[src/ghe_pkg.sv]
// Shared types, widths and the base32 character table for the geohash encoder.
package ghe_pkg;

  localparam int LON_W = 41;
  localparam int LAT_W = 40;
  localparam int CNT_W = 4;
  localparam int SYM_W = 7;
  localparam int DIG_W = 5;

  // Stage control word that travels beside the interval remainders.
  typedef struct packed {
    logic             valid;
    logic [CNT_W-1:0] count;
  } ghe_ctl_t;

  // First character sits in the top byte of the literal.
  localparam logic [32*8-1:0] ALPHABET = "0123456789bcdefghjkmnpqrstuvwxyz";

  function automatic logic [SYM_W-1:0] ghe_symbol(input logic [DIG_W-1:0] d);
    logic [7:0] pos;
    pos = {~d, 3'b000};
    return ALPHABET[pos +: SYM_W];
  endfunction

endpackage

[src/ghe_intake.sv]
// Input stage: clamps both coordinates into interval offsets and saturates the count.
module ghe_intake
  import ghe_pkg::*;
#(
  parameter int MAX_CHARS = 12,
  parameter int FRAC_BITS = 32,
  parameter int RW        = FRAC_BITS + 10
) (
  input  logic                    clk,
  input  logic                    rst,
  input  logic                    en,
  input  logic                    in_valid,
  input  logic signed [LON_W-1:0] longitude,
  input  logic signed [LAT_W-1:0] latitude,
  input  logic [CNT_W-1:0]        char_count,
  output ghe_ctl_t                ctl,
  output logic [RW-1:0]           lon_r,
  output logic [RW-1:0]           lat_r
);

  localparam int EWO = ((LON_W > RW) ? LON_W : RW) + 2;
  localparam int EWA = ((LAT_W > RW) ? LAT_W : RW) + 2;
  localparam logic [RW-1:0] LON_HALF = RW'(180) << FRAC_BITS;
  localparam logic [RW-1:0] LAT_HALF = RW'(90) << FRAC_BITS;
  localparam logic signed [EWO-1:0] LON_HALF_S = signed'(EWO'(LON_HALF));
  localparam logic signed [EWA-1:0] LAT_HALF_S = signed'(EWA'(LAT_HALF));

  logic signed [EWO-1:0] lon_sum;
  logic signed [EWA-1:0] lat_sum;
  logic [RW-1:0]         lon_off;
  logic [RW-1:0]         lat_off;
  logic [CNT_W-1:0]      cnt_sat;

  // offset = coordinate + half span, clamped to [0, span]
  always_comb begin
    lon_sum = EWO'(longitude) + LON_HALF_S;
    lat_sum = EWA'(latitude) + LAT_HALF_S;
    if (lon_sum[EWO-1]) begin
      lon_off = '0;
    end else if (lon_sum >= (LON_HALF_S <<< 1)) begin
      lon_off = LON_HALF << 1;
    end else begin
      lon_off = lon_sum[RW-1:0];
    end
    if (lat_sum[EWA-1]) begin
      lat_off = '0;
    end else if (lat_sum >= (LAT_HALF_S <<< 1)) begin
      lat_off = LAT_HALF << 1;
    end else begin
      lat_off = lat_sum[RW-1:0];
    end
    cnt_sat = (char_count > CNT_W'(MAX_CHARS)) ? CNT_W'(MAX_CHARS) : char_count;
  end

  // Only the valid bit is reset; payload just follows the enable.
  always_ff @(posedge clk) begin
    if (rst) begin
      ctl.valid <= 1'b0;
    end else if (en) begin
      ctl.valid <= in_valid;
    end
    if (en) begin
      ctl.count <= cnt_sat;
      lon_r     <= lon_off;
      lat_r     <= lat_off;
    end
  end

endmodule

[src/ghe_char_stage.sv]
// One pipeline stage: five bisection steps that produce character IDX.
module ghe_char_stage
  import ghe_pkg::*;
#(
  parameter int MAX_CHARS = 12,
  parameter int FRAC_BITS = 32,
  parameter int RW        = FRAC_BITS + 10,
  parameter int IDX       = 0
) (
  input  logic                                clk,
  input  logic                                rst,
  input  logic                                en,
  input  ghe_ctl_t                            ctl_in,
  input  logic [RW-1:0]                       lon_in,
  input  logic [RW-1:0]                       lat_in,
  input  logic [MAX_CHARS-1:0][DIG_W-1:0]     digits_in,
  output ghe_ctl_t                            ctl_out,
  output logic [RW-1:0]                       lon_out,
  output logic [RW-1:0]                       lat_out,
  output logic [MAX_CHARS-1:0][DIG_W-1:0]     digits_out
);

  localparam logic [RW-1:0] LON_SPAN = RW'(360) << FRAC_BITS;
  localparam logic [RW-1:0] LAT_SPAN = RW'(180) << FRAC_BITS;

  logic [RW-1:0]                   lon_w;
  logic [RW-1:0]                   lat_w;
  logic [RW-1:0]                   sh;
  logic                            bitv;
  logic [DIG_W-1:0]                d;
  logic [MAX_CHARS-1:0][DIG_W-1:0] digits_next;

  // Restoring long division step per bit; axes alternate, longitude on even bits.
  always_comb begin
    lon_w = lon_in;
    lat_w = lat_in;
    d     = '0;
    sh    = '0;
    bitv  = 1'b0;
    for (int b = 0; b < DIG_W; b++) begin
      if (((IDX * DIG_W + b) & 1) == 0) begin
        sh    = {lon_w[RW-2:0], 1'b0};
        bitv  = (sh >= LON_SPAN);
        lon_w = bitv ? sh - LON_SPAN : sh;
      end else begin
        sh    = {lat_w[RW-2:0], 1'b0};
        bitv  = (sh >= LAT_SPAN);
        lat_w = bitv ? sh - LAT_SPAN : sh;
      end
      d = {d[DIG_W-2:0], bitv};
    end
    digits_next      = digits_in;
    digits_next[IDX] = d;
  end

  always_ff @(posedge clk) begin
    if (rst) begin
      ctl_out.valid <= 1'b0;
    end else if (en) begin
      ctl_out.valid <= ctl_in.valid;
    end
    if (en) begin
      ctl_out.count <= ctl_in.count;
      lon_out       <= lon_w;
      lat_out       <= lat_w;
      digits_out    <= digits_next;
    end
  end

endmodule

[src/ghe_serializer.sv]
// Output stage: emits the digits of one point one character per cycle while char_ready is high.
module ghe_serializer
  import ghe_pkg::*;
#(
  parameter int MAX_CHARS = 12
) (
  input  logic                            clk,
  input  logic                            rst,
  input  ghe_ctl_t                        ctl_in,
  input  logic [MAX_CHARS-1:0][DIG_W-1:0] digits_in,
  output logic                            take,
  output logic                            char_valid,
  input  logic                            char_ready,
  output logic [SYM_W-1:0]                symbol,
  output logic [DIG_W-1:0]                digit,
  output logic                            last
);

  logic                            busy;
  logic [CNT_W-1:0]                rem;
  logic [MAX_CHARS-1:0][DIG_W-1:0] dig;
  logic                            final_go;

  assign final_go   = busy && char_ready && (rem == CNT_W'(1));
  assign take       = ctl_in.valid && (!busy || final_go);
  assign char_valid = busy;
  assign digit      = dig[0];
  assign symbol     = ghe_symbol(dig[0]);
  assign last       = (rem == CNT_W'(1));

  always_ff @(posedge clk) begin
    if (rst) begin
      busy <= 1'b0;
    end else if (take) begin
      busy <= (ctl_in.count != '0);
    end else if (final_go) begin
      busy <= 1'b0;
    end
  end

  always_ff @(posedge clk) begin
    if (take) begin
      rem <= ctl_in.count;
      dig <= digits_in;
    end else if (busy && char_ready) begin
      rem <= rem - CNT_W'(1);
      dig <= dig >> DIG_W;
    end
  end

endmodule

[src/geohash_encoder_top.sv]
// Geohash encoder top level: intake, one bisection stage per character, serializer.
// A point passes the intake and each stage register before its first character is valid.
// Throughput: the serializer, at one character per cycle while char_ready is high, sets
//   the pace and stalls the whole pipeline behind it.
// Reset (rst, synchronous): clears all stage valid bits and the serializer; no
//   request is in flight afterwards. Payload registers are not reset.
module geohash_encoder_top
  import ghe_pkg::*;
#(
  parameter int MAX_CHARS = 12,
  parameter int FRAC_BITS = 32
) (
  input  logic                    clk,
  input  logic                    rst,
  input  logic                    point_valid,
  output logic                    point_ready,
  input  logic signed [LON_W-1:0] longitude,
  input  logic signed [LAT_W-1:0] latitude,
  input  logic [CNT_W-1:0]        char_count,
  output logic                    char_valid,
  input  logic                    char_ready,
  output logic [SYM_W-1:0]        symbol,
  output logic [DIG_W-1:0]        digit,
  output logic                    last
);

  // Offsets reach twice the span after the shift, so F + 10 bits are enough.
  localparam int RW = FRAC_BITS + 10;

  // Stage k holds the remainders after k characters and digits 0..k-1.
  ghe_ctl_t                        ctl_p    [MAX_CHARS+1];
  logic [RW-1:0]                   lon_p    [MAX_CHARS+1];
  logic [RW-1:0]                   lat_p    [MAX_CHARS+1];
  logic [MAX_CHARS-1:0][DIG_W-1:0] digits_p [MAX_CHARS+1];

  logic adv;
  logic take;

  // Whole pipeline moves together; it holds only when the final stage has a
  // request the serializer cannot take yet.
  assign adv         = !ctl_p[MAX_CHARS].valid || take;
  assign point_ready = adv;

  ghe_intake #(
    .MAX_CHARS (MAX_CHARS),
    .FRAC_BITS (FRAC_BITS),
    .RW        (RW)
  ) u_intake (
    .clk        (clk),
    .rst        (rst),
    .en         (adv),
    .in_valid   (point_valid),
    .longitude  (longitude),
    .latitude   (latitude),
    .char_count (char_count),
    .ctl        (ctl_p[0]),
    .lon_r      (lon_p[0]),
    .lat_r      (lat_p[0])
  );

  assign digits_p[0] = '0;

  for (genvar k = 0; k < MAX_CHARS; k++) begin : g_stage
    ghe_char_stage #(
      .MAX_CHARS (MAX_CHARS),
      .FRAC_BITS (FRAC_BITS),
      .RW        (RW),
      .IDX       (k)
    ) u_stage (
      .clk        (clk),
      .rst        (rst),
      .en         (adv),
      .ctl_in     (ctl_p[k]),
      .lon_in     (lon_p[k]),
      .lat_in     (lat_p[k]),
      .digits_in  (digits_p[k]),
      .ctl_out    (ctl_p[k+1]),
      .lon_out    (lon_p[k+1]),
      .lat_out    (lat_p[k+1]),
      .digits_out (digits_p[k+1])
    );
  end

  // Zero-count requests are taken here and simply produce nothing.
  ghe_serializer #(
    .MAX_CHARS (MAX_CHARS)
  ) u_serializer (
    .clk        (clk),
    .rst        (rst),
    .ctl_in     (ctl_p[MAX_CHARS]),
    .digits_in  (digits_p[MAX_CHARS]),
    .take       (take),
    .char_valid (char_valid),
    .char_ready (char_ready),
    .symbol     (symbol),
    .digit      (digit),
    .last       (last)
  );

endmodule

[config.mk]
export PLATFORM = sky130hd
export DESIGN_NAME = geohash_encoder_top
export DESIGN_NICKNAME = d
export VERILOG_FILES = /design/src/ghe_pkg.sv /design/src/ghe_intake.sv /design/src/ghe_char_stage.sv /design/src/ghe_serializer.sv /design/src/geohash_encoder_top.sv
export SDC_FILE = /design/constraint.sdc
export NUM_CORES = 1
export LEC_CHECK = 0
export BUFFER_PORTS_ARGS = -buffer_cell sky130_fd_sc_hd__buf_2
export CAP_MARGIN = 25
export CORE_MARGIN = 8
export CORE_UTILIZATION = 51
export DETAILED_ROUTE_END_ITERATION = 16
export GPL_TIMING_DRIVEN = 0
export PLACE_DENSITY = 0.67
export SLEW_MARGIN = 20
export SYNTH_ARGS = -nofsm -noshare
export SYNTH_HDL_FRONTEND = slang
export SYNTH_HIERARCHICAL = 1
export SYNTH_SLANG_ARGS = --single-unit
[constraint.sdc]
create_clock -name clk -period 126.7 [get_ports clk]
set_input_delay 25.34 -clock clk [delete_from_list [all_inputs] [get_ports clk]]
set_output_delay 25.34 -clock clk [all_outputs]
set_load 0.05 [all_outputs]
==> metrics.csv <==
metric,value,unit
status,completed,
antenna_found_initial,0,
sw_frac_of_total,33.51,%
endpoint,point_ready,
design.core.area,0.1252,mm²
finalHoldViolCount,0,
path_cells,"buf_2, nor4bb_2, o21ai_2, buf_6, inv_1, nand2b_4, buf_16, buf_16, buf_16, buf_12, buf_2",
route.vias.total,35592,
drive_gt1_share,15.78,%
relSlewSlack,41.33,%
p_total,1.833,mW
syn_avg_cell_area,14.57,µm²
synthCells,4405,
area_growth,12.89,%
place.gp.congestion,0.8495,
most-common-layout-cells,"edfxtp_1, nor2_1, nor4_1, nand2_1, inv_1",
diodes,0,
layout_commonest_cell,edfxtp_1,
netlist_area,0.06420,mm²
finalSetupTns,0,ns
utilization,57.87,%
final_cells,6491,
critPathRequiredTime,101.36,ns
grt_pass1_vias,34955,
startpoint,char_ready,
p_int,1.219,mW
die_area,0.1375,mm²
reg2reg_to,g_stage[7].u_stage/lat_out[35]$_DFFE_PP_,
grtUsageTotal,15.70,%
crit_path_end_kind,output pin,
period_share,42.56,%
r2r_start,g_stage[6].u_stage/lat_out[34]$_DFFE_PP_,
ys_warn_count,6,
fmaxAchievable,0.01854,GHz
viasPerCell,5.483,
worst_setup_path_start_kind,input port,
cpPeakStageDelay,0.60,ns
min_path_type,reg2reg,
p_sw,0.6143,mW
dpl.cell_count,6224,
clockBufferDepth,3,
r2r_slack,121.23,ns
path_common_cell,buf_16,
fin_hold_ws,0.4013,ns
slew_violations,0,
cp.arrival,28.58,ns
rsz0062_at_grt,false,
antenna_left,0,
numCtsBuffers,147,
maxCapViolCount,0,
crit_slowest_cell,nand2b_4,
io_pins,104,
die_h,370.8,µm
fin_skew,0.02345,ns
p_seq_share,40.0,%
post_cts_resized,0,
final_nets,4928,
die_x,370.8,µm
clockRootBuffer,clkbuf_16,
grt_first_pass_wirelength,177.8,mm
htree_levels,4,
rr_worst_depth,21,
setup_viol,0,
wirelength,109.7,mm
grt_max_degree,63,
grt_overflow_total,0,
worstSkewPairLatency,0.77,ns
core.rowCount,130,
period_minus_slack,53.92,ns
drc_errors,0,
vdd_drop_max,0.00001566,V
p_comb_share,36.6,%
drt-initial-drc-count,2249,
cts_tree,yes,
clk_pin_slew,0.06,ns
p_clk_share,23.3,%
path_max_fanout,58,
tightest_slew,0.8664,ns
dp_hpwl,77.55,mm
port_buffers,99,
wire_per_inst,16.90,µm
cts_setup_buffers,0,
initial_core_util,51.26,%
powerDensity,25.29,mW/mm²
dr.pass1.iters,5,
cts.sinks,1449,
path_class,in2out,
p_leak,27.17,nW
cts.hold.buffers_added,0,
-- worst max-delay path, delay by kind of cell --
family                 cells  cell delay (ns)
buffers and inverters      8             1.95
AOI/OAI and AO/OA          1             0.27
and+or+nand+nor            2             0.88
-- power groups by stage --
stage	Sequential [mW]	Combinational, mW	Clock [mW]
after global routing	0.746	0.745	0.457
after detailed placement	0.745	0.666	0
final	0.734	0.672	0.428
after global placement	0.741	0.652	0
after floorplan	0.722	0.547	0
after CTS	0.736	0.670	0.440
-- registers in the layout, indices dropped and copies added, names as in the netlist --
name and flops:
g_stage.u_stage/ctl_out 60, g_stage.u_stage/lat_out 424, u_serializer/rem 4, u_serializer/dig 55
g_stage.u_stage/digits_out 390, g_stage.u_stage/lon_out 423, u_serializer/char_valid 1, u_intake/lon_r 41
u_intake/ctl 5, u_serializer/digit 5, u_intake/lat_r 41
-- metrics by stage --
step / setup WS (ns) / area [µm²]
final: 72.78 / 72480
after global routing: 72.49 / 72480
after CTS: 72.69 / 72480
after detailed placement: 72.70 / 67630
after global placement: 26.70 / 66930
after floorplan: 42.20 / 64370
-- routing by layer --
metal,GRT usage (%),wire length (µm),vias to the layer above
met1,20.21,48980,17020
met4,5.111,2566,0
met3,2.791,4040,179
met5,0,0,-
met2,27.00,54090,644
li1,-,-,17749
-- worst min-delay path by stage --
stage	depth (start not counted)	startpoint	to
floorplan	0	u_intake/ctl[0]$_SDFFCE_PN0P_	g_stage[0].u_stage/ctl_out[0]$_DFFE_PP_
global placement	0	g_stage[4].u_stage/digits_out[9]$_DFFE_PP_	g_stage[5].u_stage/digits_out[9]$_DFFE_PP_
detailed placement	0	g_stage[9].u_stage/digits_out[10]$_DFFE_PP_	g_stage[10].u_stage/digits_out[10]$_DFFE_PP_
CTS	0	g_stage[10].u_stage/digits_out[28]$_DFFE_PP_	g_stage[11].u_stage/digits_out[28]$_DFFE_PP_
global route	0	g_stage[9].u_stage/digits_out[39]$_DFFE_PP_	g_stage[10].u_stage/digits_out[39]$_DFFE_PP_
finish	0	g_stage[10].u_stage/digits_out[28]$_DFFE_PP_	g_stage[11].u_stage/digits_out[28]$_DFFE_PP_
-- area by class of cell --
| class | instances | area (µm²) |
|---|---|---|
| Multi-Input combinational cell | 2655 | 19180 |
| Clock buffer | 178 | 3816 |
| Fill cell | 9693 | 52760 |
| Sequential cell | 1449 | 43370 |
| Clock inverter | 89 | 1032 |
| Timing Repair Buffer | 125 | 1189 |
| Buffer | 171 | 1171 |
| Inverter | 174 | 653.1 |
| Tap cell | 1650 | 2064 |
No activity file was read; power rests on OpenSTA's default activity.
